**src/rtl/sod_pkg.sv**
```systemverilog
// Shared types and constants for the sonar obstacle debounce block.
package sod_pkg;

	localparam int unsigned DistW  = 16;
	localparam int unsigned CountW = 7;
	localparam int unsigned AngleW = 9;
	localparam int unsigned HoldW  = 16;
	localparam int unsigned TimeW  = 32;

	localparam logic [CountW-1:0] SatCount = 7'd127;

	localparam logic [DistW-1:0]  TriggerReset  = 16'd100;
	localparam logic [CountW-1:0] DebounceReset = 7'd2;
	localparam logic [AngleW-1:0] AngleReset    = 9'd45;
	localparam logic [HoldW-1:0]  HoldReset     = 16'd1000;

	typedef enum logic [1:0] {
		REG_TRIGGER  = 2'd0,
		REG_DEBOUNCE = 2'd1,
		REG_ANGLE    = 2'd2,
		REG_HOLD     = 2'd3
	} reg_index_t;

	typedef enum logic [1:0] {
		ANN_NONE  = 2'd0,
		ANN_LEFT  = 2'd1,
		ANN_RIGHT = 2'd2,
		ANN_FRONT = 2'd3
	} announce_t;

	typedef struct packed {
		logic        [DistW-1:0]  trigger_cm;
		logic        [CountW-1:0] debounce;
		logic signed [AngleW-1:0] angle;
		logic        [HoldW-1:0]  hold_ms;
	} cfg_t;

	typedef struct packed {
		logic        [DistW-1:0]  left_cm;
		logic        [DistW-1:0]  right_cm;
		logic        [CountW-1:0] count;
		logic        [TimeW-1:0]  last_hit_ms;
		logic signed [AngleW-1:0] steer;
	} track_t;

endpackage

```
**src/rtl/sod_step.sv**
```systemverilog
// Next-state logic for one sensor update of the obstacle tracker.
module sod_step (
	input  sod_pkg::cfg_t                  cfg,
	input  sod_pkg::track_t                cur,
	input  logic                           connected,
	input  logic                           dual,
	input  logic [sod_pkg::DistW-1:0]      left_cm,
	input  logic [sod_pkg::DistW-1:0]      right_cm,
	input  logic [sod_pkg::TimeW-1:0]      now_ms,
	output sod_pkg::track_t                nxt,
	output sod_pkg::announce_t             announce,
	output logic                           passed
);
	import sod_pkg::*;

	logic                     left_near;
	logic                     right_near;
	logic                     hit;
	logic signed [AngleW-1:0] hit_steer;
	announce_t                side;
	logic [CountW-1:0]        count_hit;
	logic [TimeW-1:0]         last_hit;
	logic [TimeW:0]           deadline;
	logic                     expired;

	always_comb begin
		left_near  = (left_cm <= cfg.trigger_cm);
		right_near = (right_cm <= cfg.trigger_cm);
		hit        = 1'b0;
		hit_steer  = cfg.angle;
		side       = ANN_NONE;
		if (dual) begin
			if (left_near && (left_cm <= right_cm)) begin
				hit  = 1'b1;
				side = ANN_LEFT;
			end else if (right_near) begin
				hit       = 1'b1;
				hit_steer = AngleW'(-cfg.angle);
				side      = ANN_RIGHT;
			end
		end else if (left_near) begin
			hit  = 1'b1;
			side = ANN_FRONT;
		end

		count_hit = cur.count;
		last_hit  = cur.last_hit_ms;
		if (hit) begin
			if (cur.count < SatCount) begin
				count_hit = cur.count + CountW'(1);
			end
			last_hit = now_ms;
		end

		deadline = {1'b0, last_hit} + {{(TimeW + 1 - HoldW){1'b0}}, cfg.hold_ms};
		expired  = ({1'b0, now_ms} > deadline) && (count_hit >= cfg.debounce);

		nxt      = cur;
		announce = ANN_NONE;
		passed   = 1'b0;
		if (connected) begin
			nxt.left_cm     = left_cm;
			nxt.right_cm    = dual ? right_cm : '0;
			nxt.count       = count_hit;
			nxt.last_hit_ms = last_hit;
			if (hit) begin
				nxt.steer = hit_steer;
				if (count_hit == cfg.debounce) begin
					announce = side;
				end
			end
			if (expired) begin
				nxt.count = '0;
				nxt.steer = '0;
				passed    = 1'b1;
			end
		end
	end

endmodule

```
**src/rtl/sonar_obstacle_debounce.sv**
```systemverilog
// Top level of the sonar obstacle debounce block.
//
// Each input word is one rangefinder update. The tracker state is updated at
// the edge that accepts the word, and one result word per input word appears
// in the output register on the next cycle. Throughput is one word per cycle
// while the receiver takes each result: the only loop is the tracker state,
// which one pass of compares, an increment and a 33-bit add and compare
// updates. The input side is ready whenever the output register is empty or
// is being taken in the same cycle; a stalled receiver holds its word in
// place and stalls the sender until it is taken.
// Configuration writes land at the edge where cfg_we is high and should be
// made while no word is in flight.
// Reset clears the tracker state, the output valid flag and loads the
// register defaults: trigger 100 cm, debounce 2 hits, turn 45 degrees and
// hold time 1000 ms.
module sonar_obstacle_debounce (
	input  logic        clk,
	input  logic        arst_n,
	input  logic        cfg_we,
	input  logic [1:0]  cfg_index,
	input  logic [15:0] cfg_wdata,
	input  logic        s_tvalid,
	output logic        s_tready,
	// left_distance_cm, right_distance_cm, now_ms
	input  logic [63:0] s_tdata,
	// sensor_connected, dual_sensors
	input  logic [1:0]  s_tuser,
	output logic        m_tvalid,
	input  logic        m_tready,
	// stored_left_cm, stored_right_cm, steer_angle_deg, hit_count, announce,
	// obstacle_passed, zero fill
	output logic [55:0] m_tdata
);
	import sod_pkg::*;

	cfg_t      cfg_q;
	track_t    track_q;
	track_t    track_nxt;
	announce_t announce;
	logic      passed;
	logic      accept;
	logic      m_tvalid_q;
	logic [55:0] m_tdata_q;

	assign s_tready = !m_tvalid_q || m_tready;
	assign accept   = s_tvalid && s_tready;
	assign m_tvalid = m_tvalid_q;
	assign m_tdata  = m_tdata_q;

	always_ff @(posedge clk or negedge arst_n) begin
		if (!arst_n) begin
			cfg_q.trigger_cm <= TriggerReset;
			cfg_q.debounce   <= DebounceReset;
			cfg_q.angle      <= AngleReset;
			cfg_q.hold_ms    <= HoldReset;
		end else if (cfg_we) begin
			case (reg_index_t'(cfg_index))
				REG_TRIGGER:  cfg_q.trigger_cm <= cfg_wdata[DistW-1:0];
				REG_DEBOUNCE: cfg_q.debounce   <= cfg_wdata[CountW-1:0];
				REG_ANGLE:    cfg_q.angle      <= cfg_wdata[AngleW-1:0];
				REG_HOLD:     cfg_q.hold_ms    <= cfg_wdata[HoldW-1:0];
				default:      cfg_q            <= cfg_q;
			endcase
		end
	end

	sod_step u_step (
		.cfg       (cfg_q),
		.cur       (track_q),
		.connected (s_tuser[0]),
		.dual      (s_tuser[1]),
		.left_cm   (s_tdata[15:0]),
		.right_cm  (s_tdata[31:16]),
		.now_ms    (s_tdata[63:32]),
		.nxt       (track_nxt),
		.announce  (announce),
		.passed    (passed)
	);

	always_ff @(posedge clk or negedge arst_n) begin
		if (!arst_n) begin
			track_q    <= '0;
			m_tvalid_q <= 1'b0;
		end else begin
			if (accept) begin
				track_q    <= track_nxt;
				m_tvalid_q <= 1'b1;
			end else if (m_tready) begin
				m_tvalid_q <= 1'b0;
			end
		end
	end

	always_ff @(posedge clk) begin
		if (accept) begin
			m_tdata_q <= {5'b0, passed, announce, track_nxt.count, track_nxt.steer,
				track_nxt.right_cm, track_nxt.left_cm};
		end
	end

	a_one_event: assert property (@(posedge clk) disable iff (!arst_n)
		m_tvalid |-> !(m_tdata[50] && (m_tdata[49:48] != ANN_NONE)))
		else $error("announce and passed flagged in the same word");

	a_passed_clear: assert property (@(posedge clk) disable iff (!arst_n)
		(m_tvalid && m_tdata[50]) |-> (m_tdata[47:32] == '0))
		else $error("passed word carries a nonzero count or steer");

	a_accept_valid: assert property (@(posedge clk) disable iff (!arst_n)
		accept |=> (m_tvalid && (track_q.count == m_tdata[47:41])))
		else $error("accepted word not presented with the updated count");

endmodule
```
**config.mk**
```make
export PLATFORM = sky130hd
export DESIGN_NAME = sonar_obstacle_debounce
export DESIGN_NICKNAME = d
export VERILOG_FILES = /design/src/rtl/sod_pkg.sv /design/src/rtl/sod_step.sv /design/src/rtl/sonar_obstacle_debounce.sv
export SDC_FILE = /design/constraint.sdc
export NUM_CORES = 1
export LEC_CHECK = 0
export BUFFER_PORTS_ARGS = -buffer_cell sky130_fd_sc_hd__buf_2
export CELL_PAD_IN_SITES_DETAIL_PLACEMENT = 0
export CELL_PAD_IN_SITES_GLOBAL_PLACEMENT = 1
export CORE_MARGIN = 8
export CORE_UTILIZATION = 35
export DETAILED_ROUTE_END_ITERATION = 12
export PLACE_DENSITY_LB_ADDON = 0.1
export SYNTH_ARGS = -nofsm -noshare
export SYNTH_HDL_FRONTEND = slang
export SYNTH_SLANG_ARGS = --single-unit
```
**constraint.sdc**
```tcl
create_clock -name clk -period 6.4 [get_ports clk]
set_clock_uncertainty 0.2 [all_clocks]
set_input_delay 0.32 -clock clk [delete_from_list [all_inputs] [get_ports clk]]
set_output_delay 0.32 -clock clk [all_outputs]
set_load 0.02 [all_outputs]
```
==> results of run 1 <==
state kept, by name, summed over array words and instances, names as in the netlist:
signal / flops
cfg_q: 48
track_q: 80
m_tdata: 51
m_tvalid: 1
synthesized netlist by cell type (3+ instances only):
cell type | instances | area, sq um
dfrtp_1 | 115 | 2880
mux2_2 | 113 | 1270
a21oi_1 | 55 | 275
o21ai_0 | 67 | 335
nand3_1 | 31 | 155
a211oi_1 | 17 | 128
a21o_1 | 11 | 82.6
edfxtp_1 | 51 | 1530
ha_1 | 105 | 1310
nor2b_1 | 5 | 31.3
nor3_1 | 5 | 25.0
xor2_1 | 24 | 210
nor4_1 | 7 | 43.8
inv_1 | 61 | 229
and3_1 | 15 | 93.8
xnor2_1 | 23 | 201
nor2_1 | 54 | 203
nor4b_1 | 3 | 26.3
buf_1 | 10 | 37.5
a31oi_1 | 5 | 31.3
buf_4 | 6 | 45.0
dfstp_2 | 14 | 368
o21ai_1 | 3 | 15.0
o21a_1 | 9 | 67.6
o211ai_1 | 6 | 45.0
buf_2 | 9 | 45.0
o22ai_1 | 3 | 18.8
clkbuf_1 | 21 | 78.8
a221oi_1 | 3 | 26.3
nor3b_1 | 4 | 30.0
a221o_1 | 3 | 30.0
mux2i_1 | 14 | 140
o31ai_1 | 5 | 37.5
nand2b_1 | 5 | 31.3
nand2_1 | 138 | 518
and2_1 | 8 | 50.1
nand4_1 | 24 | 150
stage by stage:
stage	hold slack, ns	area, sq um	util (%)	power, mW	setup WS, ns
CTS	0.000318	14500	46.2	4.83	-0.407
finish	0.0192	14700	46.8	4.87	-0.493
detailed placement	0.190	13200	41.9	3.53	-0.777
global route	0.0216	14700	46.8	5.22	-0.852
global placement	0.189	13200	41.9	3.51	-0.596
floorplan	-0.176	11300	-	2.86	0.00501
layout make-up:
type / count / area, sq um / area share [%]
Clock inverter: 15 / 160 / 1.09
Tap cell: 402 / 503 / 3.42
Inverter: 61 / 229 / 1.56
Multi-Input combinational cell: 808 / 6450 / 43.8
Clock buffer: 17 / 425 / 2.89
Timing Repair Buffer: 312 / 2170 / 14.8
Sequential cell: 180 / 4780 / 32.5
critical path, delay by kind of cell (launching register included):
family	cells	cell delay, ns
compound gates	14	2.65
fa+ha+maj	3	0.75
buf+inv	7	0.91
flops	1	0.37
mux	1	0.31
simple gates	9	1.42
worst min-delay path by stage:
stage	startpoint	end	slack, ns	cells past startpoint
2_1_floorplan	arst_n	cfg_q[0]$_DFFE_PN0P_	-0.18	0
3_3_place_gp	arst_n	track_q[51]$_DFFE_PN0P_	0.19	1
3_5_place_dp	arst_n	track_q[64]$_DFFE_PN0P_	0.19	1
4_1_cts	cfg_wdata[5]	cfg_q[37]$_DFFE_PN1P_	0.0003	3
5_1_grt	s_tdata[62]	track_q[39]$_DFFE_PN0P_	0.02	2
6_report	cfg_wdata[5]	cfg_q[37]$_DFFE_PN1P_	0.02	3
layout by cell type, fill, tap and decap left out, drive strengths merged, types with 4 or more instances in the layout:
cell,n
clkbuf,17
and2,9
dfstp,14
nor4,8
dfrtp,115
conb,5
xnor2,23
a211oi,20
buf,285
edfxtp,51
o211ai,6
nand3,31
nor3,5
nor2,55
mux2,113
a31oi,6
o31ai,5
nand4,24
nand2,138
o21ai,72
nor3b,4
nor2b,5
nand2b,5
ha,105
a21oi,55
a21o,11
o21a,9
xor2,24
mux2i,14
dlygate4sd3,27
and3,15
clkinv,6
inv,68
repair_timing:
action,4_1_cts,5_1_grt
hold buffers,27,0
buffers inserted,23,5
endpoints found under the setup margin,33,33
pin swaps,32,23
resized for setup,54,26
gates cloned,2,1
endpoints found under the hold margin,92,0
layer usage:
metal | global-route usage, % | vias up | wire length [um]
met5 | 0 | - | 8
met1 | 23.8 | 4367 | 16100
met4 | 4.21 | 2 | 373
met3 | 3.09 | 27 | 1070
li1 | - | 4483 | -
met2 | 28.3 | 162 | 15300
cell families after synthesis:
| family | Yosys count |
|---|---|
| muxes | 127 |
| other | 1 |
| DFF | 180 |
| AOI/OAI and AO/OA | 206 |
| xor gates and xnor gates | 47 |
| buffers and inverters | 107 |
| and+or+nand+nor | 316 |
| adders and majority gates | 106 |
where the power goes:
group / total, mW / internal [mW] / switching (mW)
Sequential: 1.65 / 1.47 / 0.181
Clock: 1.06 / 0.523 / 0.539
Combinational: 2.16 / 1.09 / 1.07
==> out/results.ini, run 1 <==
[timing]
setup_viol=33
post-route-min-period_ns=6.89
setup_tns_ns=-12.93
min_period_over_period_pct=108
drv_slew=0
rsz0062_at_grt=true
fin_ws_ns=-0.493
tightestPinTransition_ns=1.18
fmax_mhz=145
hold_viol=0
slew_headroom_pct=21.2

[logic_synthesis]
synth-simple-area-share_pct=13.5
ys_warn_count=0
synth.distinct_cells=67
synth-edff-count=51
async_flop_share_pct=71.7
synth-xor-area-share_pct=3.68
synth_fa_ha_area_share_pct=11.9
synthFlopType=dfrtp_1
syn_area_per_cell_sq_um=10.3
synth_top_family_by_area=simple AND/OR/NAND/NOR gates
synth_compound_area_share_pct=11.6
netlist_area_sq_um=11200
ys_ff_latch=180
syn_inst=1090
ys_seq_area_share_pct=42.7
synthMuxAreaShare_pct=12.6

[setup_path]
setup.worst_path.start=cfg_q[42]$_DFFE_PN0P_
cp_max_fo=5
r2r_slack_ns=-0.49
cp-end-kind=flop
critPathMaxStageDelay_ns=0.53
crit_type=flop to flop
r2r-start=cfg_q[42]$_DFFE_PN0P_
required_ns=6.39
r2r-end=m_tdata[44]$_DFFE_PP_
startpoint_type=flop
ff2ff_path_depth=34
cp_slowest_cell=or4b_4
critPathCapture=m_tdata[44]$_DFFE_PP_
crit_arrival_ns=6.88

[drt]
viasPerCell=5.04
via_count=9041
drc=0
firstDrtPassIters=4
dr.first_iter.drc_count=451
ant_nets=0
wl_per_cell_um=18.3
routed_wirelength_um=32800

[power_and_ir_drop]
irDropWorstVdd_mv=0.209
p_leak_nw=6.63
powerDensity_nw_per_um2=331

[global_route]
grt.total_usage_pct=17.4
grt_overflow=0
antenna_found_initial=1
grt_pass1_wl_um=52300
grt_pass1_vias=9254
grt_max_degree=66

[placed_design]
dp_hpwl_um=24300
portBuffers=141
gp_congestion=0.824
dp.cells=1706

[floorplan]
initial_core_util_pct=35.5
num_rows=65
die_h_um=195
die_w_um=195
core_sq_um=31500
boundaryPins=147
dieArea_sq_um=37900

[clocking]
h-tree-depth=4
cts-root-buf=clkbuf_16
tritoncts=done
clkLatencyLatePin_ns=0.44
clockBufferDepth=2
clock-sinks=180
clk_pin_slew_worst_paths_ns=0.08
cts_buffers=17

[layout]
n_fill_cell=3009
antenna_cells=0
nets=1575
stdcell_count=1795
drive_above_1_share_pct=37.6
area_growth_syn_to_layout_pct=31.6

[flow_run]
maxCapViolations=0

[outcome]
violations=setup timing
outcome=finished, violations left

[worst_hold_path]
hold_class=input pin to flop

Note: power is estimated with default switching activity, not from simulation.
==> run 2: changes to the inputs <==
--- a/config.mk
+++ b/config.mk
@@ -11,6 +11,7 @@
 export CORE_MARGIN = 8
 export CORE_UTILIZATION = 35
 export DETAILED_ROUTE_END_ITERATION = 12
+export HOLD_SLACK_MARGIN = 0.08
 export PLACE_DENSITY_LB_ADDON = 0.1
 export SYNTH_ARGS = -nofsm -noshare
 export SYNTH_HDL_FRONTEND = slang
==> run 2 against run 1 <==
Effect of this change: global-route usage up 0.085 points; design area rose by 2.2%; the run still ends with setup timing left; clock power about the same.
==> out/results.ini, run 2 (synthesized netlist as in run 1, its figures left out) <==
[outcome]
outcome=finished, violations left  ; unchanged
violations=setup timing  ; unchanged

[placed_design]
gp_congestion=0.824  ; unchanged
dp_hpwl_um=24300  ; unchanged
pre_cts_ws_ns=-0.777  ; unchanged
dp.cells=1706  ; unchanged
portBuffers=141  ; unchanged

[layout]
antenna_cells=0  ; unchanged
final_core_util_pct=47.8  ; was 46.8%
area_growth_syn_to_layout_pct=34.6  ; was 31.6%
nets=1608  ; was 1,575
mostFrequentLayoutCell=buf_2  ; unchanged
stdcell_count=1828  ; was 1,795
drive_above_1_share_pct=36.7  ; was 37.6%
final_cell_mix=141 x buf_2, 137 x nand2_1, 130 x buf_4, 115 x dfrtp_1, 105 x mux2_2  ; unchanged
top_register=track_q  ; unchanged
largest_register_ffs=80  ; unchanged

[global_route]
antenna_found_initial=1  ; unchanged
grt.total_usage_pct=17.5  ; was 17.4%
grt_max_degree=66  ; unchanged
grt_overflow=0  ; unchanged
grt_pass1_vias=9374  ; was 9,254
grt_pass1_wl_um=52700  ; was 52,300 um

[clocking]
cts_buffers=17  ; unchanged
clkLatencyLatePin_ns=0.44  ; about the same
h-tree-depth=4  ; unchanged
clk_pin_slew_worst_paths_ns=0.08  ; about the same
clock-sinks=180  ; unchanged
tritoncts=done  ; unchanged
cts-root-buf=clkbuf_16  ; unchanged
clockBufferDepth=2  ; unchanged

[floorplan]
initial_core_util_pct=35.5  ; unchanged
dieArea_sq_um=37900  ; unchanged
die_w_um=195  ; unchanged
die_h_um=195  ; unchanged
core_sq_um=31500  ; unchanged
boundaryPins=147  ; unchanged
num_rows=65  ; unchanged

[timing]
tightestPinTransition_ns=1.18  ; about the same
whs_ns=0.0952  ; was 0.0192 ns
slew_headroom_pct=20.9  ; was 21.2%
drv_slew=0  ; unchanged
hold_viol=0  ; unchanged
post-route-min-period_ns=6.89  ; about the same
setup_viol=33  ; unchanged
min_period_over_period_pct=108  ; about the same
fin_ws_ns=-0.487  ; was -0.493 ns
rsz0062_at_grt=true  ; unchanged
fmax_mhz=145  ; about the same

[drt]
firstDrtPassIters=5  ; was 4
via_count=9140  ; was 9,041
dr.first_iter.drc_count=443  ; was 451
drc=0  ; unchanged
viasPerCell=5.00  ; was 5.04
wl_per_cell_um=18.0  ; was 18.3 um
routed_wirelength_um=33000  ; was 32,800 um
ant_nets=0  ; unchanged

[setup_path]
cp_slowest_cell=or4b_4  ; unchanged
cp_max_fo=5  ; unchanged
cp_num_buf_inv=7  ; unchanged
cp-end-kind=flop  ; unchanged
critPathMaxStageDelay_ns=0.53  ; about the same
crit_type=flop to flop  ; unchanged
crit_arrival_ns=6.87  ; was 6.88 ns
crit_family=compound AO/OA/AOI/OAI gates  ; unchanged
required_ns=6.39  ; about the same
startpoint_type=flop  ; unchanged

[power_and_ir_drop]
p_leak_nw=6.76  ; was 6.63 nW
irDropWorstVdd_mv=0.210  ; was 0.209 mV
powerDensity_nw_per_um2=324  ; was 331 nW/um^2

[worst_hold_path]
hold_class=input pin to flop  ; unchanged

[flow_run]
maxCapViolations=0  ; unchanged

==> run 2: tightest hold or removal path: stages <==
cell and delay [ns]:
buf_2 0.12, mux2_4 0.17, nand2_1 0.05, nand2_1 0.05
==> run 2: routing by layer <==
layer	up-vias	part of all wire, %	track usage (%)	routed length [um]
li1	4548	-	-	-
met1	4418	49	23.9	16100
met2	145	47	28.5	15400
met3	27	3.1	3.01	1020
met4	2	1.2	4.24	382
met5	-	0.024	0	8
==> run 2: through the flow <==
step / instance area, sq um / TNS [ns] / power, mW
finish: 15000 / -12.80 / 4.88
global route: 15000 / -24.53 / 5.24
CTS: 14900 / -10.36 / 4.85
detailed placement: 13200 / -19.92 / 3.53
global placement: 13200 / -15.96 / 3.51
floorplan: 11300 / 0 / 2.86
==> run 2: path summary, 6_finish.rpt <==
check	startpoint	end	slack [ns]	cells past startpoint
worst max-delay path	cfg_q[42]$_DFFE_PN0P_	m_tdata[44]$_DFFE_PP_	-0.49	34
worst min-delay path	s_tdata[34]	track_q[11]$_DFFE_PN0P_	0.1	4
worst max register to register	cfg_q[42]$_DFFE_PN0P_	m_tdata[44]$_DFFE_PP_	-0.49	34
worst min register to register	track_q[21]$_DFFE_PN0P_	track_q[21]$_DFFE_PN0P_	0.27	2
max in group asynchronous	arst_n	track_q[10]$_DFFE_PN0P_	4.42	3
min in group asynchronous	arst_n	track_q[64]$_DFFE_PN0P_	0.23	2
==> run 2: where the power goes <==
group | internal [mW] | leakage [nW] | switching [mW]
Clock | 0.523 | 0.282 | 0.536
Sequential | 1.47 | 2.04 | 0.181
Combinational | 1.11 | 4.45 | 1.07
Total | 3.09 | 6.76 | 1.78
==> run 2: repair_timing <==
item | CTS | global route
hold buffers | 60 | 0
pin swaps | 32 | 23
hold endpoints to repair | 143 | 0
buffers inserted | 23 | 5
cloned | 2 | 1
setup endpoints to repair | 33 | 33
gates resized for setup | 54 | 26
==> run 2: layout make-up <==
type                    count  area [sq um]
clock buffers              17           425
clock inverters            15           160
fillers                  2987         16400
inverters                  61           229
multi-input cells         808          6450
flip-flops and latches    180          4780
well taps                 402           503
repair buffers            345          2500
==> run 3: changes to the inputs <==
--- a/config.mk
+++ b/config.mk
@@ -6,13 +6,10 @@
 export NUM_CORES = 1
 export LEC_CHECK = 0
 export BUFFER_PORTS_ARGS = -buffer_cell sky130_fd_sc_hd__buf_2
-export CELL_PAD_IN_SITES_DETAIL_PLACEMENT = 0
-export CELL_PAD_IN_SITES_GLOBAL_PLACEMENT = 1
 export CORE_MARGIN = 8
 export CORE_UTILIZATION = 35
 export DETAILED_ROUTE_END_ITERATION = 12
 export HOLD_SLACK_MARGIN = 0.08
-export PLACE_DENSITY_LB_ADDON = 0.1
 export SYNTH_ARGS = -nofsm -noshare
 export SYNTH_HDL_FRONTEND = slang
 export SYNTH_SLANG_ARGS = --single-unit
==> run 3 against run 2 <==
Effect of this change: the flow still finishes with violations (setup timing); worst setup slack better by 0.13 ns; first-iteration DRC count is 23% higher; power up 1.6%; global-route usage decreased by 0.59 points; critical path depth fell by 5; sequential power about the same; cell count is 0.11% higher.
==> out/results.ini, run 3 (synthesized netlist as in run 1, its figures left out) <==
[clocking]
clockBufferDepth=2  ; unchanged
cts-root-buf=clkbuf_16  ; unchanged
clock-sinks=180  ; unchanged
cts_buffers=17  ; unchanged
clk_pin_slew_worst_paths_ns=0.08  ; about the same
h-tree-depth=4  ; unchanged
clkLatencyLatePin_ns=0.45  ; was 0.44 ns
tritoncts=done  ; unchanged

[drt]
viasPerCell=5.11  ; was 5.00
drc=0  ; unchanged
via_count=9346  ; was 9,140
met3_length_um=930  ; was 1020 um
topRoutingLayerUsed=met5  ; unchanged
wl_met1_um=15000  ; was 16,100 um
routed_wirelength_um=32000  ; was 33,000 um
ant_nets=0  ; unchanged
dr.first_iter.drc_count=544  ; was 443
routed-wl-met2_um=15400  ; about the same
wl_per_cell_um=17.5  ; was 18.0 um
firstDrtPassIters=6  ; was 5

[timing]
setup_viol=33  ; unchanged
min_period_over_period_pct=106  ; was 108%
post-route-min-period_ns=6.76  ; was 6.89 ns
fin_ws_ns=-0.358  ; was -0.487 ns
tightestPinTransition_ns=1.15  ; was 1.18 ns
drv_slew=0  ; unchanged
whs_ns=0.0854  ; was 0.0952 ns
hold_viol=0  ; unchanged
rsz0062_at_grt=true  ; unchanged
slew_headroom_pct=22.8  ; was 20.9%
fmax_mhz=148  ; was 145 MHz

[placed_design]
gp_congestion=0.826  ; was 0.824
portBuffers=141  ; unchanged
dp_hpwl_um=23600  ; was 24,300 um
dp.cells=1705  ; was 1,706

[layout]
mostFrequentLayoutCell=buf_2  ; unchanged
n_fill_cell=2884  ; was 2,987
area_growth_syn_to_layout_pct=35.6  ; was 34.6%
final_cell_mix=140 x buf_2, 136 x nand2_1, 127 x buf_4, 115 x dfrtp_1, 107 x mux2_2  ; was 141 x buf_2, 137 x nand2_1, 130 x buf_4, 115 x dfrtp_1, 105 x mux2_2
largest_register_ffs=80  ; unchanged
nets=1609  ; was 1,608
drive_above_1_share_pct=37.4  ; was 36.7%
top_register=track_q  ; unchanged
stdcell_count=1830  ; was 1,828
register_area_sq_um=4780  ; unchanged
multi_input_area_sq_um=6530  ; was 6450 sq um

[floorplan]
boundaryPins=147  ; unchanged
core_sq_um=31500  ; unchanged
num_rows=65  ; unchanged
initial_core_util_pct=35.5  ; unchanged
die_w_um=195  ; unchanged
dieArea_sq_um=37900  ; unchanged
die_h_um=195  ; unchanged

[setup_path]
cp_slowest_cell=or4b_4  ; unchanged
cp_num_buf_inv=3  ; was 7
required_ns=6.38  ; was 6.39 ns
crit_type=flop to flop  ; unchanged
critPathMaxStageDelay_ns=0.53  ; about the same
cp_max_fo=8  ; was 5
crit_family=compound AO/OA/AOI/OAI gates  ; unchanged
startpoint_type=flop  ; unchanged
crit_arrival_ns=6.74  ; was 6.87 ns
cp-end-kind=flop  ; unchanged

[global_route]
grt_pass1_vias=9684  ; was 9,374
grt_pass1_wl_um=51900  ; was 52,700 um
grt.total_usage_pct=16.9  ; was 17.5%
grt_max_degree=50  ; was 66
grt_overflow=0  ; unchanged
antenna_found_initial=2  ; was 1

[power_and_ir_drop]
irDropWorstVdd_mv=0.213  ; was 0.210 mV
powerDensity_nw_per_um2=327  ; was 324 nW/um^2
p_leak_nw=6.79  ; was 6.76 nW

[worst_hold_path]
hold_class=input pin to flop  ; unchanged

[outcome]
violations=setup timing  ; unchanged
outcome=finished, violations left  ; unchanged

[flow_run]
maxCapViolations=0  ; unchanged

[run 3: path summary, 6_finish.rpt]
kind | from | endpoint | slack (ns) | depth (start not counted)
max | cfg_q[42]$_DFFE_PN0P_ | m_tdata[44]$_DFFE_PP_ | -0.36 | 29
min | s_tdata[38] | track_q[15]$_DFFE_PN0P_ | 0.09 | 4
max reg2reg | cfg_q[42]$_DFFE_PN0P_ | m_tdata[44]$_DFFE_PP_ | -0.36 | 29
min reg2reg | track_q[23]$_DFFE_PN0P_ | track_q[23]$_DFFE_PN0P_ | 0.28 | 2
max in group asynchronous | arst_n | track_q[39]$_DFFE_PN0P_ | 4.65 | 3
min in group asynchronous | arst_n | track_q[60]$_DFFE_PN0P_ | 0.22 | 2
[run 3: power breakdown]
| group | switching (mW) | leakage (nW) | internal, mW | total [mW] |
|---|---|---|---|---|
| registers | 0.183 | 2.04 | 1.47 | 1.65 |
| clock network | 0.560 | 0.317 | 0.613 | 1.17 |
| logic | 1.06 | 4.44 | 1.07 | 2.14 |
[run 3: what timing repair did]
action                                 4_1_cts  5_1_grt
setup endpoints to repair                   33       33
gates cloned                                 3        0
gates resized for setup                     59       46
endpoints found under the hold margin      136        0
setup buffers                               20        8
hold buffers                                64        0
pin swaps                                   32       28
[run 3: area by class of cell]
| type | instances | share of cell area, % |
|---|---|---|
| well taps | 402 | 3.32 |
| clock inverters | 15 | 1.53 |
| flip-flops and latches | 180 | 31.5 |
| clock buffers | 17 | 2.81 |
| diodes | 1 | 0.0165 |
| repair buffers | 346 | 16.3 |
| inverters | 61 | 1.51 |
| multi-input cells | 808 | 43.1 |
[run 3: through the flow]
| stage | power (mW) | worst slack (ns) | util (%) | TNS (ns) | area (sq um) |
|---|---|---|---|---|---|
| floorplan | 2.86 | 0.00501 | - | 0 | 11300 |
| global placement | 3.45 | -0.631 | 41.8 | -16.96 | 13100 |
| detailed placement | 3.50 | -0.758 | 41.8 | -20.27 | 13100 |
| CTS | 4.87 | -0.340 | 47.2 | -7.39 | 14800 |
| global route | 5.30 | -0.640 | 48.2 | -17.42 | 15200 |
| finish | 4.96 | -0.358 | 48.2 | -7.43 | 15200 |
[run 3: routing by layer]
metal | track usage (%) | vias to the layer above
met1 | 22.1 | 4575
met2 | 28.2 | 169
met3 | 2.76 | 41
met5 | 0 | -
li1 | - | 4559
met4 | 5.52 | 2
[run 3: worst register-to-register path, delay by kind of cell, from the launching register on]
kind | cells | cell delay (ns)
adders and majority gates | 4 | 1.07
DFF | 1 | 0.38
AOI/OAI and AO/OA | 13 | 2.55
and+or+nand+nor | 6 | 1.27
buffers and inverters | 3 | 0.47
xor gates and xnor gates | 1 | 0.15
muxes | 2 | 0.42
